==> src/rtl/cbz_pkg.sv <==
package cbz_pkg;

	localparam int COORD_BITS  = 16;
	localparam int T_FRAC_BITS = 16;
	localparam int T_BITS      = T_FRAC_BITS + 1;
	localparam int DIFF_BITS   = COORD_BITS + 1;
	localparam int PROD_BITS   = DIFF_BITS + T_BITS + 1;
	localparam int SUM_BITS    = PROD_BITS - T_FRAC_BITS + 1;
	localparam int CFG_IDX_BITS = 3;

	typedef logic signed [COORD_BITS-1:0] coord_t;
	typedef logic [T_BITS-1:0]            t_t;
	typedef logic [CFG_IDX_BITS-1:0]      cfg_idx_t;

	localparam t_t T_ONE = {1'b1, {T_FRAC_BITS{1'b0}}};

	typedef enum logic [CFG_IDX_BITS-1:0] {
		REG_START_X  = 3'd0,
		REG_START_Y  = 3'd1,
		REG_CTRL_A_X = 3'd2,
		REG_CTRL_A_Y = 3'd3,
		REG_CTRL_B_X = 3'd4,
		REG_CTRL_B_Y = 3'd5,
		REG_END_X    = 3'd6,
		REG_END_Y    = 3'd7
	} cfg_reg_t;

	typedef struct packed {
		coord_t ab_x;
		coord_t ab_y;
		coord_t bc_x;
		coord_t bc_y;
		coord_t cd_x;
		coord_t cd_y;
	} lvl1_t;

	typedef struct packed {
		coord_t first_x;
		coord_t first_y;
		coord_t second_x;
		coord_t second_y;
	} lvl2_t;

endpackage

==> src/rtl/cbz_lerp.sv <==
module cbz_lerp
	import cbz_pkg::*;
(
	input  logic   clk,
	input  logic   en,
	input  t_t     t,
	input  coord_t a,
	input  coord_t b,
	output coord_t q
);

	logic signed [DIFF_BITS-1:0] diff_s1;
	coord_t                      a_s1;
	t_t                          t_s1;
	logic signed [PROD_BITS-1:0] prod_s2;
	coord_t                      a_s2;
	coord_t                      q_s3;

	logic signed [DIFF_BITS-1:0]          diff;
	logic signed [T_BITS:0]               t_sgn;
	logic signed [SUM_BITS-1:0]           sum;
	logic signed [SUM_BITS-1:0]           rnd;
	logic                                 low_nz;

	assign diff  = {b[COORD_BITS-1], b} - {a[COORD_BITS-1], a};
	assign t_sgn = {1'b0, t_s1};

	// floor(num / one) = a + (prod >>> frac); bump by one for negative inexact
	assign sum = {{(SUM_BITS-COORD_BITS){a_s2[COORD_BITS-1]}}, a_s2}
		+ {prod_s2[PROD_BITS-1], prod_s2[PROD_BITS-1:T_FRAC_BITS]};
	assign low_nz = |prod_s2[T_FRAC_BITS-1:0];
	assign rnd = sum + {{(SUM_BITS-1){1'b0}}, sum[SUM_BITS-1] & low_nz};

	always_ff @(posedge clk) begin
		if (en) begin
			diff_s1 <= diff;
			a_s1    <= a;
			t_s1    <= t;
			prod_s2 <= t_sgn * diff_s1;
			a_s2    <= a_s1;
			q_s3    <= rnd[COORD_BITS-1:0];
		end
	end

	assign q = q_s3;

endmodule
==> config.mk <==
export PLATFORM = sky130hd
export DESIGN_NAME = cbz_lerp
export DESIGN_NICKNAME = d
export VERILOG_FILES = /design/src/rtl/cbz_pkg.sv /design/src/rtl/cbz_lerp.sv
export SDC_FILE = /design/constraint.sdc
export NUM_CORES = 1
export LEC_CHECK = 0
export BUFFER_PORTS_ARGS = -buffer_cell sky130_fd_sc_hd__buf_2
export CAP_MARGIN = 0
export CORE_MARGIN = 2
export CORE_UTILIZATION = 35
export CTS_BUF_LIST = sky130_fd_sc_hd__clkbuf_16
export CTS_CLUSTER_DIAMETER = 50
export DETAILED_ROUTE_END_ITERATION = 6
export GPL_ROUTABILITY_DRIVEN = 0
export SETUP_SLACK_MARGIN = 0.4
export SLEW_MARGIN = 20
export SYNTH_ARGS = -nofsm -noshare
export SYNTH_HDL_FRONTEND = slang
export SYNTH_SLANG_ARGS = --single-unit
==> constraint.sdc <==
create_clock -name clk -period 8.58 [get_ports clk]
set_input_delay 1.287 -clock clk [delete_from_list [all_inputs] [get_ports clk]]
set_output_delay 1.287 -clock clk [all_outputs]
set_load 0.05 [all_outputs]
# ---- Word-level counts from Yosys, hierarchy flattened
# Cells that the tools add are included.
dict set report totals {
  output_inout_bits 16
  elab_cells 12
  reg_bits 117
  inputBits 51
}
dict set report op_classes {
  n_reduce_logical 1
  add_sub_neg 3
  bitwise_logic 1
  n_mul 1
}
# operator n
set op_table {}
lappend op_table {{multiplier 18 x 17 -> 35 bit} 1}
lappend op_table {{adder 16 x 19 -> 20 bit} 1}
lappend op_table {{subtractor 16 x 16 -> 17 bit} 1}
lappend op_table {{adder 16 x 1 -> 16 bit} 1}
lappend op_table {{OR reduction 16 bit} 1}
lappend op_table {{AND 1 bit} 1}

# ---- Longest topological paths before layout
# Gate-level depths: netlist of the first run.
dict set report depth {
  ltp_word 3
  ltp_mapped 24
}

# ---- Worst setup path after synthesis of the first run
# Ideal clock, no wire load.
dict set report synth_timing {
  path_kind {reg-to-reg}
  startpoint {register diff_s1[8]}
  endpoint {register prod_s2[27] (data pin)}
  required_time_ns 8.400
  arrival_time_ns 6.045
  path_buffers 3
  slack_ns 2.355
  setup_time_ns 0.180
  period_less_slack_ns 6.225
  stages_incl_launch_ff 23
  path_cell_list {edfxtp_1 > clkbuf_1 > clkbuf_1 > nand2_1 > fa_1 > fa_1 > inv_1 > fa_1 > fa_1 > fa_1 > inv_1 > fa_1 > inv_1 > ha_1 > buf_6 > a21o_1 > o21a_1 > a311oi_2 > nor3b_4 > a211oi_2 > o31ai_4 > or4b_1 > o311ai_1}
}
dict set report synth_via {
  elab_chain_len 1
}
# item line
set synth_rtl {}
lappend synth_rtl {{start, declared} cbz_lerp.sv:12} ;# logic signed [DIFF_BITS-1:0] diff_s1;
lappend synth_rtl {{start signal, assigned} cbz_lerp.sv:36} ;# diff_s1 <= diff;
lappend synth_rtl {{multiplier 18 x 17 -> 35 bit} cbz_lerp.sv:39} ;# prod_s2 <= t_sgn * diff_s1;
lappend synth_rtl {{end signal, assigned} cbz_lerp.sv:39}
lappend synth_rtl {{end, declared} cbz_lerp.sv:15} ;# logic signed [PROD_BITS-1:0] prod_s2;
# Every way passes these cells.
# A chain may end at the register's enable or synchronous reset.

# ---- Worst setup path in the final report of the first run
dict set report layout_timing {
  startpoint {register diff_s1[8]}
  endpoint {register prod_s2[32] (data pin)}
}
# The elaborated chain is that of the path after synthesis.

==> results.toml, run 1 <==
[synthesis]
ys_seq_area_frac = 0.229
synth_edf_count = 117
yosysWarningCount = 0
synthesis.nets = 1957
postSynthCellCount = 1515
synth.avg_cell_area_sq_um = 10.1
ys.flop_type = "edfxtp_1"
synth.distinct_cells = 65
async_flop_share = 0
syn-cell-area_sq_um = 15400
synth-seq-cells = 117

[drt]
wirelength_microns = 37100
vias_per_cell = 4.90
drc = 0
wire_per_inst_microns = 17.2
dr.pass1.iters = 7
num_vias = 10582
drt-initial-drc-count = 614
antenna_left = 0

[setup_path]
path_class = "flop to flop"
worstPathMaxFanout = 17
rr_endpoint = "prod_s2[32]"
endpoint_kind = "flop"
cpMostUsedCell = "fa_1"
timing.rr.start = "diff_s1[8]"
reg2reg_depth = 20
r2r_setup_slack_ps = 1630
cp_top_family = "adder cells"
path_depth = 20
crit_slowest_cell = "edfxtp_1"
required_ps = 8770
start_kind = "flop"
crit_end = "prod_s2[32]"
worst-endpoint-arrival_ps = 7130
max_stage_delay_ps = 920
crit_start = "diff_s1[8]"
path_cells = "nand2_1, fa_1, inv_1, fa_1, inv_1, fa_1, inv_1, fa_1, fa_1, inv_1, fa_1, inv_1, ha_1, and4_1, nand2_1, o311a_2, a2111oi_2, o41ai_4, mux2i_1, nand3_1"
cp.buffers_inverters = 5

[clocking]
cts.clk_slew.worst_paths_ps = 70
clk_latency_ps = 450
numCtsBuffers = 17
cts-htree-levels = 4
root_buffer = "clkbuf_16"
cts_tree = "yes"
clock-sinks = 117
cts.hold.buffers_added = 0
cts.path.max_buffers = 2
cts_setup_buffers = 0
cts_resized = 0

[sta]
clock_skew_ps = 14.7
tns_ps = 0
tightest_slew_ps = 950
drv_slew = 0
fin_crit_ps = 6950
max_slew_margin = 0.367
setup_viol_count_final = 0
hold_violations = 0
fmax_ghz = 0.144
rsz0062_at_grt = "no"
finalCritPeriodShare = 0.810

[grt]
grt_pass1_wl_microns = 60300
grt_max_degree = 71
grt_pass1_vias = 11615
grt_use_total = 0.175
gr-total-overflow = 0
antenna_found_initial = 1

[cells_and_area]
fillCellCount = 4321
layout-drive-gt1-share = 0.0750
fin_cells = 2159
nets = 2003
antenna_cells = 0
synthToLayoutAreaGrowth_pct = 9.60

[floorplan]
core_sq_um = 43200
num_rows = 76
chipHeight_microns = 213
io_pins = 67
die_x_microns = 213
start_util = 0.356
die-area_sq_um = 45600

[status]
outcome = "finished clean"

[place]
place_inst = 2127
port_buffers = 66
dpl.hpwl_microns = 28400

[worst_hold_path]
hold_path_class = "flop to flop"

[run]
maxCapViolCount = 0
==> layout make-up <==
| class | count | area (sq um) | share of cell area |
|---|---|---|---|
| flip-flops and latches | 117 | 3510 | 0.209 |
| clock inverters | 15 | 130 | 0.00773 |
| inverters | 300 | 1130 | 0.0669 |
| multi-input cells | 1057 | 10600 | 0.627 |
| clock buffers | 17 | 425 | 0.0253 |
| well taps | 585 | 732 | 0.0435 |
| repair buffers | 68 | 348 | 0.0207 |
==> flip-flops by register name, indices dropped and copies added (netlist names) <==
name     flops
a_s1        16
a_s2        16
diff_s1     17
prod_s2     35
q           16
t_s1        17
==> how the worst min path moves through the flow <==
stage | start | endpoint | slack, ps | cells after the start
floorplan | a_s1[0] | a_s2[0] | 400 | 0
global placement | a_s1[5] | a_s2[5] | 400 | 0
detailed placement | a_s1[6] | a_s2[6] | 400 | 0
CTS | a_s1[6] | a_s2[6] | 420 | 0
global route | a_s1[6] | a_s2[6] | 430 | 0
finish | a_s1[6] | a_s2[6] | 420 | 0
==> per-layer routing <==
layer,track usage,wire length (microns),vias up
met2,0.307,19000,196
met4,0.0623,963,0
met3,0.0280,1410,49
li1,-,-,4942
met5,0,0,-
met1,0.218,15800,5395
==> worst reg2reg max path: stages, from the launching register on <==
cell and delay (ps):
edfxtp_1 920, nand2_1 190, fa_1 580, inv_1 50, fa_1 490, inv_1 60, fa_1 550, inv_1 60
fa_1 450, fa_1 490, inv_1 40, fa_1 500, inv_1 50, ha_1 350, and4_1 240, nand2_1 80
o311a_2 440, a2111oi_2 680, o41ai_4 190, mux2i_1 190, nand3_1 100
==> kinds of logic after synthesis <==
family | Yosys count | synth area share
multiplexers | 2 | 0.00130
AO/OA/AOI/OAI | 157 | 0.0752
buffers and inverters | 341 | 0.0839
AND/OR/NAND/NOR | 448 | 0.148
flip-flops | 117 | 0.229
XOR/XNOR | 59 | 0.0337
adder cells (fa/ha/maj) | 391 | 0.429
==> Yosys cell counts (all sizes together) (3+ instances only) <==
cell | n | area share
and2 | 150 | 0.061
ha | 165 | 0.13
nand3 | 14 | 0.0046
nor4 | 5 | 0.0020
fa | 226 | 0.29
o311ai | 7 | 0.0040
o31ai | 8 | 0.0057
a21o | 16 | 0.0078
a31o | 4 | 0.0023
o21a | 13 | 0.0064
a31oi | 3 | 0.0012
or3 | 5 | 0.0020
nand4 | 5 | 0.0020
and3 | 9 | 0.0037
xnor2 | 47 | 0.027
nand2b | 9 | 0.0037
or2 | 3 | 0.0012
xor2 | 12 | 0.0068
inv | 300 | 0.073
nor2 | 57 | 0.014
nor3 | 15 | 0.0049
o21bai | 7 | 0.0034
a311oi | 3 | 0.0021
edfxtp | 117 | 0.23
o21ai | 21 | 0.0068
a21oi | 40 | 0.013
a2111oi | 5 | 0.0037
nand2 | 157 | 0.038
nor2b | 7 | 0.0029
clkbuf | 40 | 0.0098
a211o | 3 | 0.0017
o211ai | 5 | 0.0028
a211oi | 9 | 0.0051
==> per-stage QoR <==
stage | area, sq um | setup WS (ps) | util | hold slack [ps]
finish | 16800 | 1630 | 0.390 | 419
global route | 16800 | 1350 | 0.390 | 425
CTS | 16800 | 1640 | 0.390 | 417
detailed placement | 16300 | 1660 | 0.377 | 405
global placement | 16300 | 1760 | 0.377 | 402
floorplan | 15400 | 2350 | - | 400
==> cells in the final DEF (no fill, tap or decap), types with 6 or more instances in the layout <==
| cell | Yosys | layout |
|---|---|---|
| o21a_1 | 13 | 13 |
| nor2_1 | 57 | 57 |
| edfxtp_1 | 117 | 117 |
| xnor2_1 | 47 | 47 |
| o21ai_0 | 13 | 13 |
| nand2b_1 | 9 | 9 |
| and3_1 | 9 | 9 |
| buf_2 | 0 | 65 |
| xor2_1 | 12 | 12 |
| clkbuf_16 | 0 | 17 |
| a21oi_1 | 40 | 40 |
| nand2_1 | 157 | 157 |
| and2_1 | 150 | 150 |
| o21ai_1 | 8 | 8 |
| a211oi_1 | 7 | 7 |
| nor2b_1 | 7 | 7 |
| nor3_1 | 15 | 15 |
| fa_1 | 226 | 226 |
| ha_1 | 165 | 165 |
| o31ai_1 | 6 | 6 |
| inv_1 | 299 | 299 |
| a21o_1 | 16 | 16 |
| nand3_1 | 14 | 14 |
| o21bai_1 | 7 | 7 |
Power of run 1 is not shown: default switching activity piles up to over one toggle a cycle in this logic, so the estimate is an artifact.
==> run 2: changes to the inputs <==
Settings changed: ABC_AREA set to 1.
Clock period 8.58 ns to 6.42 ns, I/O delays scaled along.
==> results.toml, run 2 <==
[status]
outcome = "finished clean"

[synthesis]
synthMostInstantiatedCell = "inv_1"
ys_seq_area_frac = 0.218
synth-seq-cells = 117
synth.cells.most_frequent = "520 x inv_1, 491 x nand2_1, 226 x fa_1"
ys.flop_type = "edfxtp_1"
synthTopCellsByArea = "fa_1 28%, edfxtp_1 22%, ha_1 13%, inv_1 12%, nand2_1 11%"
synth_top_area_frac = 0.281
postSynthCellCount = 1921
syn-cell-area_sq_um = 16100
async_flop_share = 0
synth.distinct_cells = 37
yosysWarningCount = 0
synth_edf_count = 117
synth_top_cell_by_area = "fa_1"
synth.avg_cell_area_sq_um = 8.39
synthesis.nets = 2363

[sta]
tightest_slew_ps = 999
fin_crit_ps = 5820
drv_slew = 0
fmax_ghz = 0.172
tns_ps = 0
clock_skew_ps = 26.0
finalCritPeriodShare = 0.906
setup_viol_count_final = 0
hold_violations = 0
rsz0062_at_grt = "yes"
max_slew_margin = 0.334

[run]
maxCapViolCount = 0

[clocking]
root_buffer = "clkbuf_16"
cts_tree = "yes"
numCtsBuffers = 17
clock-sinks = 117
cts.clk_slew.worst_paths_ps = 70
cts-htree-levels = 4
clk_latency_ps = 450
cts.path.max_buffers = 2

[floorplan]
core_sq_um = 45400
die_x_microns = 219
chipHeight_microns = 219
die-area_sq_um = 47800
start_util = 0.355
num_rows = 78
io_pins = 67

[drt]
wire_per_inst_microns = 15.5
drc = 0
vias_per_cell = 4.69
wirelength_microns = 40900
dr.pass1.iters = 5
num_vias = 12403
drt-initial-drc-count = 762
antenna_left = 0

[grt]
grt_max_degree = 71
grt_pass1_vias = 12750
grt_pass1_wl_microns = 65800
antenna_found_initial = 0
grt_use_total = 0.179
gr-total-overflow = 0

[cells_and_area]
antenna_cells = 0
final_common_cell = "inv_1"
synthToLayoutAreaGrowth_pct = 14.4
layout-drive-gt1-share = 0.110
nets = 2477
top_regs = "prod_s2 (35), diff_s1 (17), t_s1 (17)"
layout_common_cells = "520 x inv_1, 490 x nand2_1, 226 x fa_1"
regMostFlops = "prod_s2"
final_util = 0.406
largest_reg_flops = 35

[setup_path]
cp_top_family = "adder cells"
required_ps = 6600
endpoint_kind = "flop"
path_class = "flop to flop"
start_kind = "flop"
max_stage_delay_ps = 530
worstPathMaxFanout = 7
worst-endpoint-arrival_ps = 5990
path_cells = "buf_2, nand2_1, inv_1, fa_1, inv_1, fa_1, fa_1, inv_1, fa_1, fa_1, inv_1, fa_1, inv_1, ha_1, nand2_1, nor2_2, inv_1, nor3_2, nand2_1, o211ai_1, a21oi_1, xnor2_1"
cp.buffers_inverters = 7
crit_slowest_cell = "edfxtp_1"

[place]
dpl.hpwl_microns = 32300
port_buffers = 66

[worst_hold_path]
hold_path_class = "flop to flop"
## run 2: cell families after synthesis
family                   after synthesis  synth area share
AO/OA/AOI/OAI                        115            0.0408
XOR/XNOR                              50            0.0272
adder cells (fa/ha/maj)              391             0.409
buffers and inverters                589             0.137
flip-flops                           117             0.218
AND/OR/NAND/NOR                      659             0.168
## run 2: through the flow
| step | hold WS [ps] | std cells | worst slack [ps] | instance area, sq um |
|---|---|---|---|---|
| 2_1_floorplan | 400 | 1921 | 898 | 16100 |
| 3_3_place_gp | 403 | 2538 | 235 | 17100 |
| 3_5_place_dp | 405 | 2538 | 246 | 17100 |
| 4_1_cts | 418 | 2614 | 407 | 18100 |
| 5_1_grt | 420 | 2646 | 348 | 18400 |
| 6_report | 416 | 2646 | 603 | 18400 |
## run 2: worst paths after layout
path	start	end	slack, ps	depth (start not counted)
worst max-delay path	diff_s1[6]	prod_s2[23]	600	22
worst min-delay path	a_s1[0]	a_s2[0]	420	0
worst max register to register	diff_s1[6]	prod_s2[23]	600	22
worst min register to register	a_s1[0]	a_s2[0]	420	0
## run 2: final cells by class
| cell class | count | area [sq um] |
|---|---|---|
| Inverter | 522 | 1960 |
| Clock buffer | 17 | 425 |
| Multi-Input combinational cell | 1215 | 10400 |
| Fill cell | 4496 | 26900 |
| Clock inverter | 13 | 166 |
| Tap cell | 600 | 751 |
| Sequential cell | 117 | 3510 |
| Timing Repair Buffer | 162 | 1200 |
## run 2: layer usage
layer / track usage / wire length, microns / vias up
li1: - / - / 5938
met1: 0.225 / 17000 / 6091
met2: 0.318 / 20900 / 319
met3: 0.0231 / 1910 / 55
met4: 0.0578 / 1080 / 0
met5: 0 / 0 / -
## run 2: what timing repair did
action                                  in CTS  in global routing
hold buffers                                 0                  0
endpoints found under the setup margin       5                 17
setup buffers                               46                 32
gates resized for setup                      1                  8
Power of run 2 is left out for the same reason.
